--- src/rtl/core/tsct_pkg.sv ---
// Shared types and constants for the server connection table.
`timescale 1ns / 1ps
package tsct_pkg;

  localparam int ENTRIES = 16;
  localparam int IDX_W   = (ENTRIES > 1) ? $clog2(ENTRIES) : 1;
  localparam int CNT_W   = $clog2(ENTRIES + 1);

  localparam logic [2:0] OP_OPEN   = 3'd0;
  localparam logic [2:0] OP_LISTEN = 3'd1;
  localparam logic [2:0] OP_CLOSE  = 3'd2;
  localparam logic [2:0] OP_SEG    = 3'd3;
  localparam logic [2:0] OP_TICK   = 3'd4;
  localparam logic [2:0] OP_BAD    = 3'd7;

  localparam logic [2:0] SEG_SYN = 3'd0;
  localparam logic [2:0] SEG_FIN = 3'd2;

  localparam logic [1:0] KC_SYN   = 2'd0;
  localparam logic [1:0] KC_FIN   = 2'd1;
  localparam logic [1:0] KC_OTHER = 2'd2;

  localparam logic [1:0] ST_CLOSED    = 2'd0;
  localparam logic [1:0] ST_LISTENING = 2'd1;
  localparam logic [1:0] ST_CONNECTED = 2'd2;
  localparam logic [1:0] ST_CLOSEWAIT = 2'd3;

  localparam logic [1:0] STATUS_OK       = 2'd0;
  localparam logic [1:0] STATUS_REFUSED  = 2'd1;
  localparam logic [1:0] STATUS_NO_ENTRY = 2'd2;
  localparam logic [1:0] STATUS_IGNORED  = 2'd3;

  localparam logic REPLY_SYNACK = 1'b0;
  localparam logic REPLY_FINACK = 1'b1;

  typedef struct packed {
    logic [2:0]  op;
    logic [1:0]  kc;
    logic [3:0]  sock_index;
    logic [15:0] lport;
    logic [15:0] pport;
    logic [31:0] seq;
  } req_t;

endpackage

--- src/rtl/core/tsct_front.sv ---
// Request intake: decode func and segment kind, hold requests in a two-deep queue.
`timescale 1ns / 1ps
module tsct_front (
  input  logic             clk,
  input  logic             rst,
  input  logic             in_valid,
  output logic             in_ready,
  input  logic [2:0]       func,
  input  logic [3:0]       sock_index,
  input  logic [15:0]      local_port,
  input  logic [15:0]      peer_port,
  input  logic [2:0]       seg_kind,
  input  logic [31:0]      seq_number,
  output logic             req_valid,
  output tsct_pkg::req_t   req,
  input  logic             req_ready
);
  import tsct_pkg::*;

  req_t       q [2];
  req_t       cls;
  logic       wr_ptr;
  logic       rd_ptr;
  logic [1:0] count;
  logic       push;
  logic       pop;

  always_comb begin
    cls.sock_index = sock_index;
    cls.lport      = local_port;
    cls.pport      = peer_port;
    cls.seq        = seq_number;
    case (func)
      OP_OPEN:   cls.op = OP_OPEN;
      OP_LISTEN: cls.op = OP_LISTEN;
      OP_CLOSE:  cls.op = OP_CLOSE;
      OP_SEG:    cls.op = OP_SEG;
      OP_TICK:   cls.op = OP_TICK;
      default:   cls.op = OP_BAD;
    endcase
    case (seg_kind)
      SEG_SYN: cls.kc = KC_SYN;
      SEG_FIN: cls.kc = KC_FIN;
      default: cls.kc = KC_OTHER;
    endcase
  end

  assign in_ready  = (count != 2'd2);
  assign req_valid = (count != 2'd0);
  assign req       = q[rd_ptr];
  assign push      = in_valid && in_ready;
  assign pop       = req_valid && req_ready;

  always_ff @(posedge clk) begin
    if (rst) begin
      wr_ptr <= 1'b0;
      rd_ptr <= 1'b0;
      count  <= 2'd0;
    end else begin
      if (push) wr_ptr <= ~wr_ptr;
      if (pop) rd_ptr <= ~rd_ptr;
      case ({push, pop})
        2'b10:   count <= count + 2'd1;
        2'b01:   count <= count - 2'd1;
        default: count <= count;
      endcase
    end
  end

  always_ff @(posedge clk) begin
    if (push) q[wr_ptr] <= cls;
  end

endmodule

--- src/rtl/core/tsct_back.sv ---
// Connection table: entry search, state update and registered result.
`timescale 1ns / 1ps
module tsct_back (
  input  logic            clk,
  input  logic            rst,
  input  logic            req_valid,
  input  tsct_pkg::req_t  req,
  output logic            req_ready,
  output logic            out_valid,
  input  logic            out_ready,
  output logic [1:0]      status,
  output logic [3:0]      entry_index,
  output logic            send_reply,
  output logic            reply_kind,
  output logic [15:0]     reply_src_port,
  output logic [15:0]     reply_dst_port,
  output logic [31:0]     reply_seq,
  output logic            now_connected,
  output logic [4:0]      closed_count
);
  import tsct_pkg::*;

  localparam logic S_FIND = 1'b0;
  localparam logic S_EXEC = 1'b1;

  logic state;

  logic        entry_valid  [ENTRIES];
  logic [15:0] srv_port     [ENTRIES];
  logic [15:0] client_port  [ENTRIES];
  logic [1:0]  conn_state   [ENTRIES];
  logic [31:0] expected_seq [ENTRIES];

  logic             free_any;
  logic [IDX_W-1:0] free_idx;
  logic             match_any;
  logic [IDX_W-1:0] match_idx;
  logic [ENTRIES-1:0] cw_mask;
  logic             in_range;
  logic [IDX_W-1:0] sel_idx;
  logic             sel_found;

  logic [2:0]         p_op;
  logic [1:0]         p_kc;
  logic [3:0]         p_sock;
  logic [15:0]        p_lport;
  logic [15:0]        p_pport;
  logic [31:0]        p_seq;
  logic [IDX_W-1:0]   p_sel;
  logic               p_found;
  logic [ENTRIES-1:0] p_cw;

  logic        cur_valid;
  logic [1:0]  cur_state;
  logic [15:0] cur_sp;
  logic [15:0] cur_cp;

  logic        fire;
  logic        commit;
  logic        wr_open;
  logic        wr_listen;
  logic        wr_free;
  logic        wr_connect;
  logic        wr_cwait;
  logic        wr_tick;

  logic [1:0]       r_status;
  logic [3:0]       r_entry;
  logic             r_reply;
  logic             r_kind;
  logic [15:0]      r_src;
  logic [15:0]      r_dst;
  logic [31:0]      r_seq;
  logic             r_conn;
  logic [CNT_W-1:0] r_count;

  assign req_ready = (state == S_FIND);
  assign fire      = !out_valid || out_ready;
  assign commit    = (state == S_EXEC) && fire;

  always_comb begin
    free_any  = 1'b0;
    free_idx  = '0;
    match_any = 1'b0;
    match_idx = '0;
    for (int i = ENTRIES - 1; i >= 0; i--) begin
      if (!entry_valid[i]) begin
        free_any = 1'b1;
        free_idx = IDX_W'(i);
      end
      if (entry_valid[i] && srv_port[i] == req.lport) begin
        match_any = 1'b1;
        match_idx = IDX_W'(i);
      end
      cw_mask[i] = entry_valid[i] && (conn_state[i] == ST_CLOSEWAIT);
    end
    in_range = (32'(req.sock_index) < 32'(ENTRIES));
    case (req.op)
      OP_OPEN: begin
        sel_idx   = free_idx;
        sel_found = free_any;
      end
      OP_LISTEN, OP_CLOSE: begin
        sel_idx   = IDX_W'(req.sock_index);
        sel_found = in_range;
      end
      OP_SEG: begin
        sel_idx   = match_idx;
        sel_found = match_any;
      end
      default: begin
        sel_idx   = '0;
        sel_found = 1'b0;
      end
    endcase
  end

  always_ff @(posedge clk) begin
    if (rst) begin
      state <= S_FIND;
    end else if (state == S_FIND) begin
      if (req_valid) state <= S_EXEC;
    end else if (fire) begin
      state <= S_FIND;
    end
  end

  always_ff @(posedge clk) begin
    if (state == S_FIND && req_valid) begin
      p_op    <= req.op;
      p_kc    <= req.kc;
      p_sock  <= req.sock_index;
      p_lport <= req.lport;
      p_pport <= req.pport;
      p_seq   <= req.seq;
      p_sel   <= sel_idx;
      p_found <= sel_found;
      p_cw    <= cw_mask;
    end
  end

  always_comb begin
    cur_valid  = entry_valid[p_sel];
    cur_state  = conn_state[p_sel];
    cur_sp     = srv_port[p_sel];
    cur_cp     = client_port[p_sel];
    wr_open    = 1'b0;
    wr_listen  = 1'b0;
    wr_free    = 1'b0;
    wr_connect = 1'b0;
    wr_cwait   = 1'b0;
    wr_tick    = 1'b0;
    r_status   = STATUS_OK;
    r_entry    = 4'd0;
    r_reply    = 1'b0;
    r_kind     = REPLY_SYNACK;
    r_src      = 16'd0;
    r_dst      = 16'd0;
    r_seq      = 32'd0;
    r_conn     = 1'b0;
    r_count    = '0;
    case (p_op)
      OP_OPEN: begin
        if (!p_found) begin
          r_status = STATUS_REFUSED;
        end else begin
          wr_open = 1'b1;
          r_entry = 4'(p_sel);
        end
      end
      OP_LISTEN, OP_CLOSE: begin
        r_entry = p_sock;
        if (!p_found || !cur_valid) begin
          r_status = STATUS_NO_ENTRY;
        end else if (p_op == OP_LISTEN) begin
          wr_listen = 1'b1;
        end else if (cur_state == ST_CLOSED) begin
          wr_free = 1'b1;
        end else begin
          r_status = STATUS_REFUSED;
        end
      end
      OP_SEG: begin
        if (!p_found) begin
          r_status = STATUS_NO_ENTRY;
        end else begin
          r_entry  = 4'(p_sel);
          r_status = STATUS_IGNORED;
          r_src    = cur_sp;
          r_dst    = cur_cp;
          if (cur_state == ST_LISTENING && p_kc == KC_SYN) begin
            wr_connect = 1'b1;
            r_reply    = 1'b1;
            r_conn     = 1'b1;
            r_dst      = p_pport;
          end else if (cur_state == ST_CONNECTED && p_kc == KC_FIN) begin
            wr_cwait = 1'b1;
            r_reply  = 1'b1;
            r_kind   = REPLY_FINACK;
          end else if (cur_state == ST_CONNECTED && p_kc == KC_SYN) begin
            r_reply = 1'b1;
          end else if (cur_state == ST_CLOSEWAIT && p_kc == KC_FIN) begin
            r_reply = 1'b1;
            r_kind  = REPLY_FINACK;
          end
          if (r_reply) begin
            r_status = STATUS_OK;
            r_seq    = p_seq;
          end else begin
            r_src = 16'd0;
            r_dst = 16'd0;
          end
        end
      end
      OP_TICK: begin
        wr_tick = 1'b1;
        for (int i = 0; i < ENTRIES; i++) begin
          r_count = r_count + CNT_W'(p_cw[i]);
        end
      end
      default: begin
        r_status = STATUS_IGNORED;
      end
    endcase
  end

  always_ff @(posedge clk) begin
    if (rst) begin
      for (int i = 0; i < ENTRIES; i++) begin
        entry_valid[i] <= 1'b0;
      end
    end else if (commit) begin
      if (wr_open) entry_valid[p_sel] <= 1'b1;
      if (wr_free) entry_valid[p_sel] <= 1'b0;
    end
  end

  always_ff @(posedge clk) begin
    if (commit) begin
      if (wr_open) begin
        srv_port[p_sel]     <= p_lport;
        client_port[p_sel]  <= 16'd0;
        conn_state[p_sel]   <= ST_CLOSED;
        expected_seq[p_sel] <= 32'd0;
      end
      if (wr_listen) conn_state[p_sel] <= ST_LISTENING;
      if (wr_connect) begin
        client_port[p_sel]  <= p_pport;
        expected_seq[p_sel] <= p_seq + 32'd1;
        conn_state[p_sel]   <= ST_CONNECTED;
      end
      if (wr_cwait) conn_state[p_sel] <= ST_CLOSEWAIT;
      if (wr_tick) begin
        for (int i = 0; i < ENTRIES; i++) begin
          if (p_cw[i]) conn_state[i] <= ST_CLOSED;
        end
      end
    end
  end

  always_ff @(posedge clk) begin
    if (rst) begin
      out_valid <= 1'b0;
    end else if (commit) begin
      out_valid <= 1'b1;
    end else if (out_ready) begin
      out_valid <= 1'b0;
    end
  end

  always_ff @(posedge clk) begin
    if (commit) begin
      status         <= r_status;
      entry_index    <= r_entry;
      send_reply     <= r_reply;
      reply_kind     <= r_kind;
      reply_src_port <= r_src;
      reply_dst_port <= r_dst;
      reply_seq      <= r_seq;
      now_connected  <= r_conn;
      closed_count   <= 5'(r_count);
    end
  end

endmodule

--- src/rtl/core/transport_server_connection_table.sv ---
// A request is held in the request queue, captured in the find state, and its result is registered
// when the execute state commits; the back end takes no new request until it is back in the find state.
// A two-deep request queue keeps intake going while a result waits on out_ready.
// Reset clears all entry valid bits at once; no clearing pass follows.
`timescale 1ns / 1ps
module transport_server_connection_table (
  input  logic        clk,
  input  logic        rst,
  input  logic        in_valid,
  output logic        in_ready,
  input  logic [2:0]  func,
  input  logic [3:0]  sock_index,
  input  logic [15:0] local_port,
  input  logic [15:0] peer_port,
  input  logic [2:0]  seg_kind,
  input  logic [31:0] seq_number,
  output logic        out_valid,
  input  logic        out_ready,
  output logic [1:0]  status,
  output logic [3:0]  entry_index,
  output logic        send_reply,
  output logic        reply_kind,
  output logic [15:0] reply_src_port,
  output logic [15:0] reply_dst_port,
  output logic [31:0] reply_seq,
  output logic        now_connected,
  output logic [4:0]  closed_count
);
  import tsct_pkg::*;

  logic req_valid;
  logic req_ready;
  req_t req;

  tsct_front u_front (
    .clk        (clk),
    .rst        (rst),
    .in_valid   (in_valid),
    .in_ready   (in_ready),
    .func       (func),
    .sock_index (sock_index),
    .local_port (local_port),
    .peer_port  (peer_port),
    .seg_kind   (seg_kind),
    .seq_number (seq_number),
    .req_valid  (req_valid),
    .req        (req),
    .req_ready  (req_ready)
  );

  tsct_back u_back (
    .clk            (clk),
    .rst            (rst),
    .req_valid      (req_valid),
    .req            (req),
    .req_ready      (req_ready),
    .out_valid      (out_valid),
    .out_ready      (out_ready),
    .status         (status),
    .entry_index    (entry_index),
    .send_reply     (send_reply),
    .reply_kind     (reply_kind),
    .reply_src_port (reply_src_port),
    .reply_dst_port (reply_dst_port),
    .reply_seq      (reply_seq),
    .now_connected  (now_connected),
    .closed_count   (closed_count)
  );

endmodule

--- config.mk ---
export PLATFORM = sky130hd
export DESIGN_NAME = transport_server_connection_table
export DESIGN_NICKNAME = d
export VERILOG_FILES = /design/src/rtl/core/tsct_pkg.sv /design/src/rtl/core/tsct_front.sv /design/src/rtl/core/tsct_back.sv /design/src/rtl/core/transport_server_connection_table.sv
export SDC_FILE = /design/constraint.sdc
export NUM_CORES = 1
export LEC_CHECK = 0
export BUFFER_PORTS_ARGS = -buffer_cell sky130_fd_sc_hd__buf_4
export CORE_MARGIN = 2
export CORE_UTILIZATION = 55
export CTS_CLUSTER_SIZE = 20
export DETAILED_ROUTE_END_ITERATION = 12
export PLACE_DENSITY = 0.77
export SLEW_MARGIN = 40
export SYNTH_ARGS = -nofsm -noshare
export SYNTH_HDL_FRONTEND = slang
export SYNTH_SLANG_ARGS = --single-unit
--- constraint.sdc ---
create_clock -name clk -period 5.4 [get_ports clk]
set_input_delay 0.54 -clock clk [delete_from_list [all_inputs] [get_ports clk]]
set_output_delay 0.54 -clock clk [all_outputs]
set_load 0.01 [all_outputs]
; After elaboration in Yosys (flattened, before gate mapping)
; Memories as Yosys holds them, arrays and structs flattened. A register that Yosys moved wholly into a read port is not among the register bits.
; Index checks and enable logic that the tools add are counted.
; W data, S select, Z words.
[classes]
n_addsub = 17
eq_ne = 51
mux = 209
n_bitwise = 10
reduce_logical = 63
[op_table]
columns = op, count
row1 = $eq A16 B16 Y1, 16
row2 = $mux W1, 156
row3 = $mux W4, 37
row4 = $add A5 B1 Y5, 14
row5 = $logic_and A1 B1 Y1, 39
row6 = $eq A2 B2 Y1 const B, 19
row7 = $eq A3 B2 Y1 const B, 7
row8 = $mux W16, 1
row9 = $mux W2, 8
row10 = $pmux W3 S5, 1
row11 = $logic_not A3 Y1, 4
row12 = $pmux W4 S3, 1
row13 = $eq A3 B1 Y1 const B, 3
row14 = $pmux W2 S2, 2
row15 = $pmux W2 S4, 1
row16 = $pmux W4 S2, 1
row17 = $reduce_or A2 Y1, 4
row18 = $eq A2 B1 Y1 const B, 3
row19 = $eq A3 B3 Y1 const B, 2
row20 = $reduce_bool A2 Y1, 3
row21 = $logic_not A1 Y1, 5
row22 = $not A1 Y1, 5
row23 = $or A1 B1 Y1, 5
row24 = $logic_not A2 Y1, 2
row25 = other kinds (10), 11
[word_totals]
ff_bits = 146
ram_bits = 706
input_bits = 78
out_inout_bits = 80
word_cells = 376
n_memories = 5
[mem_list]
columns = name, depth, word_bits, read_ports, rd_ports_with_merged_regs, wr, line
row1 = u_back.client_port, 16, 16, 1, 1, 1, tsct_back.sv:30  ; logic [15:0] client_port [ENTRIES];
row2 = u_back.srv_port, 16, 16, 17, 1, 1, tsct_back.sv:29  ; logic [15:0] srv_port [ENTRIES];
row3 = u_front.q, 2, 73, 1, 1, 1, tsct_front.sv:20  ; req_t q [2];
row4 = u_back.conn_state, 16, 2, 17, 1, 16, tsct_back.sv:31  ; logic [1:0] conn_state [ENTRIES];
row5 = u_back.entry_valid, 16, 1, 17, 1, 16, tsct_back.sv:28  ; logic entry_valid [ENTRIES];

; Logic depth before layout (Yosys ltp)
; An unclocked memory read counts as a cell.
[logic_depth]
word_depth = 21
mapped_depth = 14

; Modules after synthesis
; From an unflattened synthesis, not the netlist that was laid out.
[hier_totals]
cells_unflattened = 2239
hier_area_um2 = 38137.8
[by_module_without_submodules]
columns = module, instances, cells_each, area_each_um2, seq_area_each_um2
row1 = tsct_back, 1, 1982, 32636.3, 21780.9
row2 = tsct_front, 1, 257, 5501.5, 4484.3

; Worst setup path after synthesis
; Ideal clock, no wire load.
[synth_path]
path_kind = flip-flop to flip-flop
startpoint = reg u_front.count[0]
endpoint = mem u_front.q[0][0] (netlist name), enable pin
arrival_ns = 3.758
t_required_ns = 4.895
path_slack_ns = 1.138
stages_incl_launch_ff = 4
path_cell_list = dfxtp_1 nand2b_1 nand2_1 nor2_1
[synth_via]
elab_chain_len = 4
[synth_rtl]
columns = item, line
row1 = "start, declared", tsct_front.sv:24  ; logic [1:0] count;
row2 = "start signal, assigned", tsct_front.sv:63  ; 2'b10: count <= count + 2'd1;
row3 = "start signal, assigned", tsct_front.sv:64  ; 2'b01: count <= count - 2'd1;
row4 = "start signal, assigned", tsct_front.sv:65  ; default: count <= count;
row5 = $ne A2 B2 Y1, tsct_front.sv:48  ; assign in_ready = (count != 2'd2);
row6 = net in_ready, transport_server_connection_table.sv:10  ; output logic in_ready,
row7 = $logic_and A1 B1 Y1, tsct_front.sv:51  ; assign push = in_valid && in_ready;
row8 = $mux W1, tsct_front.sv:71  ; if (push) q[wr_ptr] <= cls;
row9 = $mux W1 (not written as such), tsct_front.sv:71
row10 = "end, declared", tsct_front.sv:20
; The timed path passes the listed nets, and every way through them passes these cells.

; Final worst setup path
[layout_path]
startpoint = reg u_back.p_cw[0]
endpoint = reg u_back.closed_count[2] (data pin)
[layout_via]
elab_chain_len = 15
[layout_rtl]
columns = item, line
row1 = "start, declared", tsct_back.sv:51  ; logic [ENTRIES-1:0] p_cw;
row2 = "start signal, assigned", tsct_back.sv:138  ; p_cw <= cw_mask;
row3 = $add A1 B1 Y2, tsct_back.sv:218  ; r_count = r_count + CNT_W'(p_cw[i]);
row4 = $add A5 B1 Y5 (14 in a row), tsct_back.sv:218
row5 = "end signal, assigned", tsct_back.sv:281  ; closed_count <= 5'(r_count);
row6 = "end, declared", tsct_back.sv:19  ; output logic [4:0] closed_count
; Every way passes these cells.
; A chain may end at the register's enable or synchronous reset.

==> flow_summary.toml <==
[die]
die_h_um = 266
ios = 158
die_area_um2 = 70700
std_cell_rows = 96
die_x_um = 266
start_util = 0.553
core_um2 = 68200

[place]
dp.cells = 3157
portBuffers = 157
dp_hpwl_um = 64700
gp_congestion = 0.942

[setup_path]
path_max_fanout = 3
cpMostUsedCell = "fa_1"
crit_arrival_ns = 4.46
cp-end-kind = "register"
start_kind = "register"
crit_family = "adder cells"
worstSetupPathType = "register to register"
required_ns = 5.79
cpMaxStageDelayCell = "fa_1"
path_cells = "ha_1 > inv_1 > fa_1 > fa_1 > fa_1 > fa_1 > inv_1 > fa_1 > fa_1 > xnor2_1 > nor2_1"
cp_slowest_stage_delay_ns = 0.51
cp_num_buf_inv = 2

[cts]
cts_setup_buffers = 0
hold_buffers = 0
htree_levels = 3
clkTransAtPathRegs_ns = 0.06
cts_tree = "done"
ctsRootBufferMaster = "clkbuf_16"
clock_latency_ns = 0.64
numCtsBuffers = 89
cts_resized = 0
cts.sinks = 889
cts_buffer_depth = 3

[routing]
viasPerCell = 6.28
wl_per_cell_um = 29.0
vias = 20900
ant_nets = 0
drt-total-wl_um = 96400
firstDrtPassIters = 6
drcViolationCount = 0
dr.first_iter.drc_count = 2658

[grt]
grt_pass1_wl_um = 140000
first_global_vias = 20800
grt.overflow.total = 0
antenna_found_initial = 2
grt_max_degree = 99
grt_use_total = 0.271

[cells_and_area]
final_cell_mix = "846 x edfxtp_1, 238 x xnor2_1, 201 x buf_4, 174 x mux4_2, 123 x nor2_1"
drive_gt1_frac = 0.260
final_cells = 3326
multiInputGateArea_um2 = 10900
fill_cells = 4726
layout_commonest_cell = "edfxtp_1"
syn2layout_area_growth_pct = 14.1
final_nets = 2464
final-seq-area_um2 = 26300

[yosys]
yosysTopAreaCellShare = 0.673
synth_cell_type_count = 66
postSynthCellCount = 2163
ys_ff_latch = 889
yosys-top-cells-area = "edfxtp_1 67%, mux4_2 10%, xnor2_1 5.5%"
synth-seq-area-share = 0.696
syn_nets = 2257
yosysWarnings = 0
syn_area_um2 = 37700
synthArstFlopShare = 0
synth_ff_type = "edfxtp_1"
synth_edf_count = 846
yosys.area.top_type = "edfxtp_1"
avgSynthCellArea_um2 = 17.5

[power_and_ir_drop]
max-vdd-ir-drop_mv = 0.328
leakage_nw = 13.4
p_per_area_nw_per_um2 = 482

[sta]
tightest_slew_ns = 0.875
hold_viol = 0
finClkSkew_ns = 0.0243
post-route-min-period_ns = 4.07
rsz0062_at_grt = "no"
period_share = 0.754
fin_hold_ws_ns = 0.0790
maxSlewViolCount = 0
slew_headroom = 0.415
finalSetupViolCount = 0
fmax_mhz = 246
setup_tns_ns = 0

[flow_run]
cap_violations = 0

[min_path]
min_path_type = "primary input to register"

[run_status]
status = "finished clean"
## report_power, final
part / switching (mW) / internal [mW] / total (mW) / leakage, nW
Sequential: 0.698 / 8.72 / 9.41 / 7.60
Combinational: 3.12 / 2.24 / 5.36 / 4.42
Clock: 2.62 / 3.38 / 6.00 / 1.38
## cell families after synthesis
logic type	Yosys count	synth area share
flip-flops	889	0.696
AND/OR/NAND/NOR	447	0.0610
XOR/XNOR	256	0.0594
multiplexers	251	0.131
AO/OA/AOI/OAI	153	0.0266
buffers and inverters	151	0.0187
adder cells (fa/ha/maj)	16	0.00729
## per-layer routing
metal | share of wire | vias to the layer above | GRT usage | wire (um)
met4 | 0.035 | 2 | 0.0878 | 3350
met1 | 0.39 | 10800 | 0.377 | 37700
met2 | 0.49 | 1118 | 0.445 | 47700
li1 | - | 8817 | - | -
met5 | 0.00020 | - | 0 | 19
met3 | 0.079 | 182 | 0.0397 | 7580
## registers in the layout, indices dropped and copies added (netlist names), 32 cells and up, named ones only
register and flops:
u_back.conn_state 32, u_back.p_seq 32, u_back.reply_seq 32, u_back.srv_port 256
u_back.client_port 256, u_front.q 146
## area by class of cell
type                    count  share of cell area
diodes                      2            0.000116
clock buffers             107              0.0550
clock inverters            56              0.0106
inverters                  50             0.00447
multi-input cells        1123               0.253
flip-flops and latches    889               0.610
well taps                 882              0.0256
repair buffers            217              0.0410
## per-stage QoR
stage                     power [mW]  instance area (um^2)   util  setup WS [ns]
after global routing            21.5                 43100  0.631           1.20
final                           20.8                 43100  0.631           1.33
after CTS                       20.8                 43000  0.630           1.31
after global placement          14.7                 40000  0.586           1.34
after detailed placement        14.9                 40100  0.588           1.32
after floorplan                 12.9                 37700      -           1.14
## path summary, 6_finish.rpt
path	startpoint	end	slack (ns)	depth (start not counted)
hold reg to reg	u_back.p_cw[12]	u_back.conn_state[12][0]	0.50	1
setup reg to reg	u_back.p_cw[0]	u_back.closed_count[2]	1.33	11
setup / recovery	u_back.p_cw[0]	u_back.closed_count[2]	1.33	11
hold / removal	peer_port[2]	u_front.q[1][34]	0.08	1
## cell usage after synthesis (all sizes together), types with 3 or more instances
library cell and n:
a2111oi 10, a211oi 4, a21o 19, a21oi 53, a221oi 8, and2 67
and3 22, buf 43, clkbuf 58, dfxtp 43, edfxtp 846, fa 10
ha 6, inv 50, mux2 57, mux2i 20, mux4 174, nand2 49
nand2b 10, nand3 30, nand3b 9, nand4 20, nor2 140, nor2b 8
nor3 18, nor3b 3, nor4 53, o21a 3, o21ai 34, o22ai 5
o31ai 3, or2 6, or3 8, xnor2 238, xor2 18
Power figures use the tool's default switching activity.
